### src/hw/rtl/npv_pkg.sv
// shared constants, codes and types of the note pair validator
`timescale 1ns / 1ps

package npv_pkg;

  // sizing of the open-note store
  localparam int COUNT_WIDTH = 16;
  localparam int GROUP_COUNT = 16;
  localparam int CHANNELS    = 16;
  localparam int NOTES       = 128;
  localparam int ENTRIES     = GROUP_COUNT * CHANNELS * NOTES;
  localparam int INDEX_W     = $clog2(ENTRIES);

  // reported totals are 32 bits; the open sum is kept exact and wide enough
  // to always carry a bit above the reported width
  localparam int TOTAL_W = 32;
  localparam int OPEN_W  = (COUNT_WIDTH + INDEX_W > TOTAL_W) ?
                           (COUNT_WIDTH + INDEX_W) : (TOTAL_W + 1);

  typedef logic [COUNT_WIDTH-1:0] count_t;
  typedef logic [INDEX_W-1:0]     index_t;

  localparam count_t COUNT_MAX = '1;

  // event classes
  typedef enum logic [1:0] {
    OP_OTHER    = 2'd0,
    OP_NOTE_ON  = 2'd1,
    OP_NOTE_OFF = 2'd2,
    OP_REPORT   = 2'd3
  } op_t;

  // updates sent to the totals unit
  typedef struct packed {
    logic open_inc;
    logic open_dec;
    logic off_inc;
    logic clear;
  } tally_ctrl_t;

endpackage

### src/hw/rtl/npv_tally.sv
// running open-note and unmatched note-off totals with report saturation
`timescale 1ns / 1ps

module npv_tally (
  input  logic                 clk,
  input  logic                 rst,
  input  npv_pkg::tally_ctrl_t ctrl,
  output logic [31:0]          ons_sat,
  output logic [31:0]          offs
);
  import npv_pkg::*;

  logic [OPEN_W-1:0]  open_total;
  logic [TOTAL_W-1:0] off_total;

  // totals update, cleared by reset or a report
  always_ff @(posedge clk) begin
    if (rst || ctrl.clear) begin
      open_total <= '0;
      off_total  <= '0;
    end else begin
      if (ctrl.open_inc) begin
        open_total <= open_total + OPEN_W'(1);
      end else if (ctrl.open_dec) begin
        open_total <= open_total - OPEN_W'(1);
      end
      if (ctrl.off_inc && (off_total != '1)) begin
        off_total <= off_total + TOTAL_W'(1);
      end
    end
  end

  // open sum clamps to the reported width
  assign ons_sat = (|open_total[OPEN_W-1:TOTAL_W]) ? '1 : open_total[TOTAL_W-1:0];
  assign offs    = off_total;

endmodule

### config.mk
export PLATFORM = sky130hd
export DESIGN_NAME = npv_tally
export DESIGN_NICKNAME = d
export VERILOG_FILES = /design/src/hw/rtl/npv_pkg.sv /design/src/hw/rtl/npv_tally.sv
export SDC_FILE = /design/constraint.sdc
export NUM_CORES = 1
export LEC_CHECK = 0
export BUFFER_PORTS_ARGS = -buffer_cell sky130_fd_sc_hd__clkbuf_2
export CAP_MARGIN = 0
export CORE_ASPECT_RATIO = 1.2
export CORE_MARGIN = 8
export CORE_UTILIZATION = 55
export CTS_BUF_LIST = sky130_fd_sc_hd__clkbuf_4 sky130_fd_sc_hd__clkbuf_8
export DETAILED_ROUTE_END_ITERATION = 6
export HOLD_SLACK_MARGIN = 0.15
export PLACE_DENSITY = 0.88
export SYNTH_ARGS = -nofsm -noshare
export SYNTH_HDL_FRONTEND = slang
export SYNTH_SLANG_ARGS = --single-unit
### constraint.sdc
create_clock -name clk -period 4.1 [get_ports clk]
set_clock_uncertainty 0.2 [all_clocks]
set_input_delay 0.41 -clock clk [delete_from_list [all_inputs] [get_ports clk]]
set_output_delay 0.41 -clock clk [all_outputs]
set_load 0.02 [all_outputs]
==> results.cfg <==
[floorplan]
fp.dieW_um = 99.83
core_area_um2 = 8153
die-area_um2 = 11640
num_io_pins = 70
fp-row-count = 36
die_h_um = 116.6
start_util_pct = 56.89

[synth]
synth_edf_count = 0
async_reset_ff_share_pct = 0
synth.area.top_cells = dfxtp_1 (28%), ha_1 (8.6%), a21oi_1 (6.0%)
synth_warnings = 0
yosysTopAreaCell = dfxtp_1
postSynthAreaPerCell_um2 = 7.679
synth_top_area_share_pct = 28.06
synth_ff_type = dfxtp_1
yosysSeqAreaShare_pct = 28.06
synth_seq_cells = 65
syn_inst = 604
syn_area_um2 = 4638
syn_nets = 643
synth_cell_types = 63

[flow_run]
cap_violations = 0

[timing]
grt_setup_unrepaired = false
hold_viol = 0
tns_ns = 0
timing.fmax_ghz = 0.3145
layout_min_cycle_time_ns = 3.180
setup_viol = 0
relSlewSlack_pct = 35.52
worstMarginPinSlew_ns = 0.9660
drv_slew = 0
min_period_over_period_pct = 77.55

[critical_path]
rr_worst_depth = 10
critPathLaunch = ctrl[3]
cp.required_ns = 4.15
crit_path_end_kind = flop
critical-path-max-stage-delay_ns = 0.38
worstPathMaxFanout = 23
worstSetupPathType = in2reg
r2r_slack_ns = 1.07
worstPathArrival_ns = 3.23
crit_path_frequent_cell = a21oi_1
r2r_end = open_total[28]$_SDFFE_PP0P_
crit_chain = clkbuf_2 -> inv_1 -> buf_4 -> ha_1 -> a21oi_1 -> o21ai_0 -> nand3_1 -> a21oi_1 -> a211o_1 -> a21oi_2 -> nor3_1 -> a221o_1
start_kind = primary input
r2r_start = open_total[0]$_SDFFE_PP0P_
critPathSlowestCell = buf_4

[placed_design]
port_buffers = 69
routabilityCongestion = 0.9828
dp_hpwl_mm = 9.191

[pwr]
leakage_nw = 2.383
total_power_w = 0.001849
irDropWorstVdd_mv = 0.2781
pwr_density_cell_nw_per_um2 = 353.2

[drt]
antenna_left = 0
post_drt_wl_per_cell_um = 16.22
avgViaCountPerCell = 6.021
dr_total_vias = 4690
firstDrtPassIters = 5
drt_wl_total_mm = 12.63
drcViolationCount = 0
first_iter_violations = 321

[cts]
postCtsHoldBufs = 0
path_clk_slew_ns = 0.09
cts.repair.resized = 0
cts-root-buf = clkbuf_8
cts-buffers-inserted = 9
ctsHtreeMaxLevel = 3
cts_num_sinks = 65
postCtsSetupBuffers = 0
cts_tree = built
clock_latency_ns = 0.37
clockBufferDepth = 2

[run_status]
status = completed

[final_layout]
antenna_cells = 0
filler_cell_count = 710
drive_gt1_share_pct = 20.75
syn2layout_area_growth_pct = 12.87
nets = 699

[global_route]
track_usage_pct = 21.94
antenna_found_initial = 0
first_global_vias = 4570
grt_pass1_wl_mm = 20.94
grt_max_degree = 56
grt-ovfl-total = 0

[min_path]
hold_path.class = in2reg
whs_path_depth = 4
min_from = ctrl[0]
min_to = open_total[26]$_SDFFE_PP0P_
==> placed cells by master, fill, tap and decap left out, types with 3 or more instances in the layout <==
cell and count:
a211o_1 4, a211oi_1 8, a21o_1 11, a21oi_1 56, a31oi_1 5, and2_1 3, and3_1 11, and4_1 3
buf_4 3, clkbuf_2 69, clkbuf_8 9, dfxtp_1 65, ha_1 32, inv_1 14, nand2_1 73, nand2b_1 3
nand3_1 24, nand4_1 18, nor2_1 64, nor2b_1 3, nor3_1 12, o21a_1 4, o21ai_0 30, o21bai_1 3
o31ai_1 5, or2_2 34, or3_1 6, xnor2_1 18, xor2_1 28
==> worst max-delay path by stage <==
| stage | to | slack, ns |
|---|---|---|
| 2_1_floorplan | open_total[20]$_SDFFE_PP0P_ | 0.87 |
| 3_3_place_gp | open_total[30]$_SDFFE_PP0P_ | 0.73 |
| 3_5_place_dp | open_total[30]$_SDFFE_PP0P_ | 0.65 |
| 4_1_cts | open_total[20]$_SDFFE_PP0P_ | 1.00 |
| 5_1_grt | open_total[20]$_SDFFE_PP0P_ | 0.77 |
| 6_report | open_total[20]$_SDFFE_PP0P_ | 0.92 |
==> stage by stage <==
| step | setup slack, ns | util (%) | hold slack [ns] | instances | area (um^2) |
|---|---|---|---|---|---|
| global placement | 0.7315 | 61.74 | 0.2575 | 763 | 5034 |
| CTS | 1.005 | 64.21 | 0.2307 | 779 | 5235 |
| global route | 0.7733 | 64.21 | 0.2817 | 779 | 5235 |
| floorplan | 0.8688 | - | 0.2426 | 604 | 4638 |
| detailed placement | 0.6488 | 61.74 | 0.2623 | 763 | 5034 |
| finish | 0.9205 | 64.21 | 0.2421 | 779 | 5235 |
==> synthesized netlist by cell type (3+ instances only) <==
library cell / instances
xnor2_1: 18
dfxtp_1: 65
nand3_1: 24
or3_1: 6
nor3_1: 12
clkbuf_1: 21
buf_4: 3
o21bai_1: 3
and2_1: 3
nor2b_1: 3
a21o_1: 11
nor2_1: 64
a21oi_1: 56
xor2_1: 28
and4_1: 3
o21ai_0: 30
o21a_1: 4
nand2b_1: 3
nand2_1: 73
o31ai_1: 5
a211oi_1: 8
and3_1: 11
nand4_1: 18
or2_2: 34
a211o_1: 4
inv_1: 14
a31oi_1: 5
ha_1: 32
==> per-layer routing <==
metal  GRT usage [%]  vias up  part of all wire (%)
met5               0        -                     0
met1           23.25     2172                    40
met2           39.15      205                    50
met3           5.546       43                   7.5
li1                -     2270                     -
met4           11.83        0                   3.2
==> sequential cells by signal, summed over array words and instances (netlist names) <==
name / count
offs: 32
open_total: 33
==> critical path: cells and delay by family <==
kind            cells  cell delay, ns
compound gates      6            1.44
buf+inv             3            0.83
fa+ha+maj           1            0.37
simple gates        2            0.18
==> final cells by class <==
class,count,area [um^2],area share (%)
Multi-Input combinational cell,498,3169,60.54
Clock buffer,9,123.9,2.366
Timing Repair Buffer,72,367.9,7.027
Clock inverter,7,77.57,1.482
Sequential cell,65,1301,24.86
Tap cell,114,142.6,2.725
Inverter,14,52.55,1.004
==> report_power, final <==
| part | total, W | leakage [nW] | switching [W] | internal (W) |
|---|---|---|---|---|
| clock | 0.000581 | 0.100 | 0.000295 | 0.000286 |
| sequential | 0.000694 | 0.529 | 0.0000323 | 0.000662 |
| combinational | 0.000574 | 1.75 | 0.000356 | 0.000218 |
==> cells by family (layout without fill, tap and decap cells) <==
family / count (synthesis) / in the layout / share of synthesized area, %
adders and majority gates: 33 / 33 / 9.064
and+or+nand+nor: 266 / 266 / 28.49
DFF: 65 / 65 / 28.06
muxes: 1 / 1 / 0.2158
xor gates and xnor gates: 46 / 46 / 8.686
buffers and inverters: 41 / 102 / 3.615
AOI/OAI and AO/OA: 152 / 152 / 21.88
Note: power is estimated with default switching activity, not from simulation.
